File: src/hdl/sdtq_pkg.sv
package sdtq_pkg;

  localparam int unsigned SlotsDefault = 16;
  localparam int unsigned MaxResults   = 16;

  localparam logic [1:0] FuncSchedule   = 2'd0;
  localparam logic [1:0] FuncUnschedule = 2'd1;
  localparam logic [1:0] FuncQuery      = 2'd2;
  localparam logic [1:0] FuncExpire     = 2'd3;

  // One timer entry as it sits in the memory.
  typedef struct packed {
    logic [31:0] deadline;
    logic [15:0] id;
    logic [31:0] param;
  } entry_t;

  // True when a is strictly earlier than b in wrap-around order.
  function automatic logic earlier(input logic [31:0] a, input logic [31:0] b);
    logic [31:0] diff;
    diff = a - b;
    return diff[31];
  endfunction

endpackage

File: src/hdl/sorted_deadline_timer_queue_core.sv
// Sorted deadline timer queue.
//
// The slave stream (s_axis_*) carries one command beat: schedule, unschedule,
// query or expire (in tuser), together with the current time. The master
// stream (m_axis_*) returns result beats. Every command yields one beat,
// except expire, which yields one beat per popped timer (up to 16, fired in
// tuser) or one unfired beat if none is due; m_axis_tlast marks the final
// beat of a command, which also carries the time to the next deadline.
//
// All timers live in one synchronous memory of SLOTS entries, sorted by
// deadline. Each command walks the memory one entry at a time: a search
// pass reads entries 0..count-1, and an insert or remove shifts the tail
// one entry at a time (read in one cycle, write the neighbor the next).
// One command is worked on at a time; the next beat is accepted once the
// final result sits in the output register.
//
// A fired beat is held back until the next head has been checked, so that the
// final one can carry tlast and the wait value. The block stalls in place
// while the result register is full and m_axis_tready is low; no state is
// lost. Reset clears the entry count and control state; memory contents are
// not cleared, because entries at or above the count are never used.
module sorted_deadline_timer_queue_core #(
  parameter int unsigned SLOTS = sdtq_pkg::SlotsDefault
) (
  input  logic         clk_i,
  input  logic         rst_ni,
  input  logic         s_axis_tvalid,
  output logic         s_axis_tready,
  // tdata fields from bit 0: now[31:0], delta[63:32], task_id[79:64],
  // task_param[111:80], match_param[112], zeros to 119.
  input  logic [119:0] s_axis_tdata,
  // tuser fields from bit 0: func[1:0].
  input  logic [1:0]   s_axis_tuser,
  output logic         m_axis_tvalid,
  input  logic         m_axis_tready,
  // tdata fields from bit 0: ok[0], fired_id[16:1], fired_param[48:17],
  // wait_to_next[80:49], zeros to 87.
  output logic [87:0]  m_axis_tdata,
  // tuser fields from bit 0: fired[0].
  output logic         m_axis_tuser,
  output logic         m_axis_tlast
);
  import sdtq_pkg::*;

  localparam int unsigned IdxW = (SLOTS > 1) ? $clog2(SLOTS) : 1;
  localparam int unsigned CntW = $clog2(SLOTS + 1);

  localparam logic [3:0] StIdle    = 4'd0;
  localparam logic [3:0] StSearch  = 4'd1;
  localparam logic [3:0] StSrchChk = 4'd2;
  localparam logic [3:0] StRemRd   = 4'd3;
  localparam logic [3:0] StRemWr   = 4'd4;
  localparam logic [3:0] StInsRd   = 4'd5;
  localparam logic [3:0] StInsChk  = 4'd6;
  localparam logic [3:0] StHeadRd  = 4'd7;
  localparam logic [3:0] StHeadChk = 4'd8;
  localparam logic [3:0] StExpRd   = 4'd9;
  localparam logic [3:0] StExpChk  = 4'd10;

  entry_t mem [SLOTS];
  entry_t rd_data_q;

  logic [3:0]      state_q, state_d;
  logic [CntW-1:0] count_q, count_d;
  logic [CntW-1:0] ptr_q, ptr_d;
  logic [4:0]      popped_q, popped_d;
  logic            found_q, found_d;

  logic [1:0]  func_q;
  logic [31:0] now_q, dl_q;
  logic [15:0] id_q;
  logic [31:0] par_q;
  logic        usep_q;

  logic        rd_en, wr_en;
  logic [IdxW-1:0] rd_addr, wr_addr;
  entry_t      wr_data;

  logic        ov_q, ov_d;
  logic [87:0] ot_q, ot_d;
  logic        ou_q, ou_d;
  logic        ol_q, ol_d;
  logic        out_free;

  // Fired beat waiting until it is known whether it is the final one.
  logic        pend_q, pend_d;
  logic [15:0] pid_q, pid_d;
  logic [31:0] ppar_q, ppar_d;

  logic        match;
  logic [31:0] wait_val;
  logic [31:0] wdiff;

  assign out_free      = !ov_q || m_axis_tready;
  assign s_axis_tready = (state_q == StIdle);
  assign m_axis_tvalid = ov_q;
  assign m_axis_tdata  = ot_q;
  assign m_axis_tuser  = ou_q;
  assign m_axis_tlast  = ol_q;

  assign match = (rd_data_q.id == id_q) && (!usep_q || rd_data_q.param == par_q);
  assign wdiff = rd_data_q.deadline - now_q;

  always_ff @(posedge clk_i) begin
    if (wr_en) begin
      mem[wr_addr] <= wr_data;
    end
    if (rd_en) begin
      rd_data_q <= mem[rd_addr];
    end
  end

  always_ff @(posedge clk_i) begin
    if (s_axis_tvalid && s_axis_tready) begin
      func_q <= s_axis_tuser;
      now_q  <= s_axis_tdata[31:0];
      dl_q   <= s_axis_tdata[31:0] + s_axis_tdata[63:32];
      id_q   <= s_axis_tdata[79:64];
      par_q  <= s_axis_tdata[111:80];
      usep_q <= s_axis_tdata[112];
    end
  end

  always_comb begin
    state_d  = state_q;
    count_d  = count_q;
    ptr_d    = ptr_q;
    popped_d = popped_q;
    found_d  = found_q;
    pend_d   = pend_q;
    pid_d    = pid_q;
    ppar_d   = ppar_q;
    ov_d     = ov_q && !m_axis_tready;
    ot_d     = ot_q;
    ou_d     = ou_q;
    ol_d     = ol_q;
    rd_en    = 1'b0;
    rd_addr  = ptr_q[IdxW-1:0];
    wr_en    = 1'b0;
    wr_addr  = ptr_q[IdxW-1:0];
    wr_data  = rd_data_q;
    // Wait to the head deadline; overdue gives zero, an empty queue all ones.
    if (count_q == '0) begin
      wait_val = 32'hFFFF_FFFF;
    end else begin
      wait_val = wdiff[31] ? 32'd0 : wdiff;
    end
    unique case (state_q)
      StIdle: begin
        if (s_axis_tvalid) begin
          ptr_d    = '0;
          popped_d = '0;
          found_d  = 1'b0;
          pend_d   = 1'b0;
          state_d  = (s_axis_tuser == FuncExpire) ? StExpRd : StSearch;
        end
      end
      StSearch: begin
        if (ptr_q < count_q) begin
          rd_en   = 1'b1;
          state_d = StSrchChk;
        end else begin
          priority if (func_q == FuncSchedule) begin
            ptr_d   = count_q;
            state_d = (count_q < CntW'(SLOTS)) ? StInsRd : StHeadRd;
          end else begin
            state_d = StHeadRd;
          end
        end
      end
      StSrchChk: begin
        if (match) begin
          found_d = 1'b1;
          priority if (func_q == FuncQuery) begin
            state_d = StHeadRd;
          end else begin
            state_d = StRemRd;
          end
        end else begin
          ptr_d   = ptr_q + 1'b1;
          state_d = StSearch;
        end
      end
      // Remove the entry at ptr: copy ptr+1 down to ptr until the tail.
      StRemRd: begin
        if (ptr_q + 1'b1 < count_q) begin
          rd_en   = 1'b1;
          rd_addr = IdxW'(ptr_q + 1'b1);
          state_d = StRemWr;
        end else begin
          count_d = count_q - 1'b1;
          priority if (func_q == FuncExpire) begin
            state_d = StExpRd;
          end else if (func_q == FuncSchedule) begin
            ptr_d   = count_q - 1'b1;
            state_d = StInsRd;
          end else begin
            state_d = StHeadRd;
          end
        end
      end
      StRemWr: begin
        wr_en   = 1'b1;
        ptr_d   = ptr_q + 1'b1;
        state_d = StRemRd;
      end
      // Insert: ptr is the free slot; shift later entries up by one.
      StInsRd: begin
        if (ptr_q != '0) begin
          rd_en   = 1'b1;
          rd_addr = IdxW'(ptr_q - 1'b1);
          state_d = StInsChk;
        end else begin
          wr_en   = 1'b1;
          wr_data = '{deadline: dl_q, id: id_q, param: par_q};
          count_d = count_q + 1'b1;
          found_d = 1'b1;
          state_d = StHeadRd;
        end
      end
      StInsChk: begin
        if (earlier(dl_q, rd_data_q.deadline)) begin
          wr_en   = 1'b1;
          ptr_d   = ptr_q - 1'b1;
          state_d = StInsRd;
        end else begin
          wr_en   = 1'b1;
          wr_data = '{deadline: dl_q, id: id_q, param: par_q};
          count_d = count_q + 1'b1;
          found_d = 1'b1;
          state_d = StHeadRd;
        end
      end
      StHeadRd: begin
        rd_en   = 1'b1;
        rd_addr = '0;
        state_d = StHeadChk;
      end
      StHeadChk: begin
        if (out_free) begin
          ov_d = 1'b1;
          ol_d = 1'b1;
          ou_d = 1'b0;
          ot_d = '0;
          // A schedule sets found only when it inserted; unschedule reports 0.
          ot_d[0]     = found_q && (func_q != FuncUnschedule);
          ot_d[80:49] = wait_val;
          state_d     = StIdle;
        end
      end
      StExpRd: begin
        rd_en   = 1'b1;
        rd_addr = '0;
        state_d = StExpChk;
      end
      StExpChk: begin
        if (count_q != '0 && popped_q < 5'(MaxResults) &&
            !earlier(now_q, rd_data_q.deadline)) begin
          // Another timer is due, so a held beat is not the final one.
          if (!pend_q || out_free) begin
            if (pend_q) begin
              ov_d        = 1'b1;
              ol_d        = 1'b0;
              ou_d        = 1'b1;
              ot_d        = '0;
              ot_d[16:1]  = pid_q;
              ot_d[48:17] = ppar_q;
            end
            pend_d   = 1'b1;
            pid_d    = rd_data_q.id;
            ppar_d   = rd_data_q.param;
            popped_d = popped_q + 1'b1;
            ptr_d    = '0;
            state_d  = StRemRd;
          end
        end else if (out_free) begin
          ov_d = 1'b1;
          ol_d = 1'b1;
          ou_d = pend_q;
          ot_d = '0;
          if (pend_q) begin
            ot_d[16:1]  = pid_q;
            ot_d[48:17] = ppar_q;
          end
          ot_d[80:49] = wait_val;
          pend_d      = 1'b0;
          state_d     = StIdle;
        end
      end
      default: state_d = StIdle;
    endcase
  end

  always_ff @(posedge clk_i or negedge rst_ni) begin
    if (!rst_ni) begin
      state_q  <= StIdle;
      count_q  <= '0;
      ptr_q    <= '0;
      popped_q <= '0;
      found_q  <= 1'b0;
      pend_q   <= 1'b0;
      pid_q    <= '0;
      ppar_q   <= '0;
      ov_q     <= 1'b0;
      ol_q     <= 1'b0;
      ou_q     <= 1'b0;
      ot_q     <= '0;
    end else begin
      state_q  <= state_d;
      count_q  <= count_d;
      ptr_q    <= ptr_d;
      popped_q <= popped_d;
      found_q  <= found_d;
      pend_q   <= pend_d;
      pid_q    <= pid_d;
      ppar_q   <= ppar_d;
      ov_q     <= ov_d;
      ol_q     <= ol_d;
      ou_q     <= ou_d;
      ot_q     <= ot_d;
    end
  end

endmodule
File: config.mk
export PLATFORM = sky130hd
export DESIGN_NAME = sorted_deadline_timer_queue_core
export DESIGN_NICKNAME = d
export VERILOG_FILES = /design/src/hdl/sdtq_pkg.sv /design/src/hdl/sorted_deadline_timer_queue_core.sv
export SDC_FILE = /design/constraint.sdc
export NUM_CORES = 2
export LEC_CHECK = 0
export BUFFER_PORTS_ARGS = -buffer_cell sky130_fd_sc_hd__buf_2
export CAP_MARGIN = 30
export CORE_ASPECT_RATIO = 0.9
export CORE_UTILIZATION = 48
export CTS_CLUSTER_SIZE = 20
export DETAILED_ROUTE_END_ITERATION = 8
export MAX_ROUTING_LAYER = met4
export PLACE_DENSITY = 0.67
export SLEW_MARGIN = 20
export SYNTH_ARGS = -nofsm -noshare
export SYNTH_HDL_FRONTEND = slang
export SYNTH_SLANG_ARGS = --single-unit
File: constraint.sdc
create_clock -name clk_i -period 7.3 [get_ports clk_i]
set_clock_uncertainty 0.2 [all_clocks]
set_input_delay 1.46 -clock clk_i [delete_from_list [all_inputs] [get_ports clk_i]]
set_output_delay 1.46 -clock clk_i [all_outputs]
set_load 0.05 [all_outputs]
==> impl_metrics.tcl <==
set metrics [dict create \
    outcome "finished clean" \
    post-cts-setup-buffers 0 \
    finalCritPeriodShare 0.768 \
    place_hpwl_um 91200 \
    yosysSeqAreaShare 0.675 \
    ctsResizeCount 0 \
    cts_hold_buf 0 \
    critPathRequiredTime_ps 7580 \
    fmax_mhz 178 \
    final_cell_area_um2 79700 \
    cts_tree "built" \
    grt_overflow_total 0 \
    grt_first_pass_wirelength_um 235000 \
    slew_viol_final 0 \
    cp_max_fo 36 \
    synth_cell_types 88 \
    grt_max_degree 109 \
    gp_congestion 0.893 \
    ant_nets 0 \
    viasPerCell 5.65 \
    dp.cells 6323 \
    syn-instance-count 4269 \
    syn_area_per_cell_um2 16.7 \
    synth_flop_cell "edfxtp_1" \
    cp-start-kind "flop" \
    finalWorstSetupSlack_ps 1690 \
    core_area_um2 147000 \
    power_frac_clock 0.219 \
    internal-power_uw 24600 \
    critPathLaunch "ptr_q[1]" \
    tightest_slew_ps 1040 \
    fin_tns_setup_ps 0 \
    clock_latency_ps 810 \
    clk_pin_slew_ps 60 \
    arrival_ps 5890 \
    first_pass_iters 6 \
    netSwitchingPower_uw 14100 \
    grt_usage 0.217 \
    leakage_uw 0.0296 \
    r2r_start "ptr_q[1]" \
    finalNetCount 4807 \
    critPathCaptureType "flop" \
    p_comb_frac 0.425 \
    grt_pass1_vias 36794 \
    htreeDepth 4 \
    synthArstFlopShare 0.0940 \
    vias 37441 \
    synth-edff-count 1475 \
    cts.path.max_buffers 3 \
    ys_warn_count 0 \
    die_area_um2 150000 \
    io-pin-count 218 \
    grt_antenna_before_repair 5 \
    drive_gt1_frac 0.143 \
    setup_viol 0 \
    cts_root_buffer "clkbuf_16" \
    hold_viol_final 0 \
    clkSinkCount 1628 \
    first_iter_violations 3474 \
    hold_slack_ps 271 \
    drt-total-wl_um 160000 \
    drc 0 \
    start_util 0.486 \
    min_period_ps 5610 \
    die_y_um 368 \
    holdCritStartpoint "m_axis_tuser" \
    wl_per_cell_um 24.1 \
    hold_class "reg -> reg" \
    numCtsBuffers 165 \
    rsz0062_at_grt "no" \
    port-buffer-count 203 \
    place_ws_ps 1750 \
    area_delta_synth_final_pct 11.9 \
    pwr-share-seq 0.356 \
    power_density_nw_per_um2 485 \
    synth_area_um2 71300 \
    final_cell_count_no_fill 6630 \
    vdd_ir_drop_max_v 0.000597 \
    place_area_um2 74200 \
    ys_ff_latch 1628 \
    num-fill-cells 11514 \
    num_rows 133 \
    relSlewSlack 0.307 \
    swShare 0.364 \
    maxCapViolations 0 \
    crit_type "reg -> reg" \
    die_w_um 408 \
]
==> synthesized netlist by cell type (7+ instances only) <==
library cell  instances  area share
a2111oi_0             7     0.00086
a211oi_1             12      0.0013
a21o_1               48      0.0051
a21oi_1              87      0.0061
a221o_1              12      0.0017
a22o_1               74      0.0091
a31oi_1               8     0.00070
buf_1                 9     0.00047
buf_12               43       0.012
buf_2                71      0.0050
buf_4                21      0.0022
buf_6                27      0.0043
clkbuf_1             31      0.0016
dfrtp_1             153       0.054
edfxtp_1           1475        0.62
ha_1                143       0.025
inv_1               110      0.0058
mux2_1               50      0.0079
mux2_2               82       0.013
mux2i_1            1202        0.17
nand2_1              77      0.0041
nand2b_1             15      0.0013
nand3_1              34      0.0024
nand3b_1              8     0.00084
nand4_1              25      0.0022
nor2_1               77      0.0041
nor2b_1               8     0.00070
nor3_1               25      0.0018
nor4_1                9     0.00079
o211ai_1              9     0.00095
o21a_1                7     0.00074
o21ai_0              59      0.0041
o21ai_1              10     0.00070
o21bai_1              8     0.00084
o31ai_1              10      0.0011
or3_1                10     0.00088
xnor2_1              78      0.0096
xor2_1               41      0.0050
==> flip-flops by register name, indices dropped and copies added (netlist names), 2 cells and up <==
signal        cells
mem            1280
m_axis_tdata     81
rd_data_q        80
dl_q             32
now_q            32
par_q            32
ppar_q           32
id_q             16
pid_q            16
count_q           5
popped_q          5
ptr_q             5
state_q           4
func_q            2
==> power by group through the flow <==
stage	logic (µW)	clock network (µW)	registers, µW
2_1_floorplan	13600	0	14000
3_3_place_gp	16100	0	13900
3_5_place_dp	16400	0	13900
4_1_cts	16500	8600	13800
5_1_grt	17700	8970	13800
6_report	16400	8460	13700
==> cell type report <==
type | count | area, µm² | area share
inverter | 112 | 425 | 0.00534
sequential | 1628 | 48100 | 0.604
timing repair buffer | 302 | 2170 | 0.0272
antenna | 2 | 5.00 | 0.0000628
multi-input combinational | 2327 | 21100 | 0.264
tap | 1957 | 2450 | 0.0307
clock buffer | 228 | 4530 | 0.0568
clock inverter | 74 | 965 | 0.0121
==> final timing paths <==
kind,slack [ps],cells past startpoint,endpoint
worst max-delay path,1690,14,rd_data_q[54]
worst min-delay path,270,1,m_axis_tuser
worst max register to register,1690,14,rd_data_q[54]
worst min register to register,270,1,m_axis_tuser
max in group asynchronous,5200,2,ppar_q[21]
min in group asynchronous,560,1,m_axis_tdata[58]
==> worst max-delay path, cell delays in order (launching register included) <==
cell and delay (ps):
dfrtp_1 650, inv_1 160, ha_1 730, ha_1 340, a21boi_1 130, o21ai_1 130, a21oi_1 160, or3_1 510
a32oi_4 680, buf_12 350, buf_4 550, mux2i_1 260, mux2i_1 100, mux2i_1 180, mux2i_1 110
==> layer usage <==
metal	routed length (µm)	global-route usage
met5	0	-
met4	3310	0.0562
met3	10200	0.0378
met2	73900	0.327
met1	72300	0.306
==> cell families (layout without fill, tap and decap cells) <==
group	after synthesis	after routing	synth area share
AOI/OAI and AO/OA	404	404	0.0399
xor gates and xnor gates	119	119	0.0146
adders and majority gates	145	145	0.0257
buffers and inverters	320	716	0.0326
DFF	1628	1628	0.675
muxes	1334	1334	0.190
other	1	9	0.0000526
and+or+nand+nor	318	318	0.0222
==> cell usage in the layout (no fill, tap or decap), types with 14 or more instances in the layout <==
master / count
edfxtp_1: 1475
mux2i_1: 1202
buf_2: 202
clkbuf_16: 166
dfrtp_1: 153
ha_1: 143
inv_1: 109
a21oi_1: 87
mux2_2: 82
xnor2_1: 78
nand2_1: 77
a22o_1: 73
buf_4: 67
nor2_1: 65
o21ai_0: 58
mux2_1: 50
clkbuf_1: 48
a21o_1: 47
xor2_1: 41
nand3_1: 34
buf_12: 26
nand4_1: 25
clkinv_2: 23
nor3_1: 21
clkinv_1: 15
nand2b_1: 15
clkbuf_8: 15
bufinv_16: 14
==> per-stage QoR <==
| stage | utilization | power, µW |
|---|---|---|
| after floorplan | - | 27600 |
| after detailed placement | 0.505 | 30400 |
| after global routing | 0.543 | 40500 |
| after CTS | 0.543 | 38900 |
| final | 0.543 | 38600 |
| after global placement | 0.504 | 30100 |
Note: power is estimated with default switching activity, not from simulation.
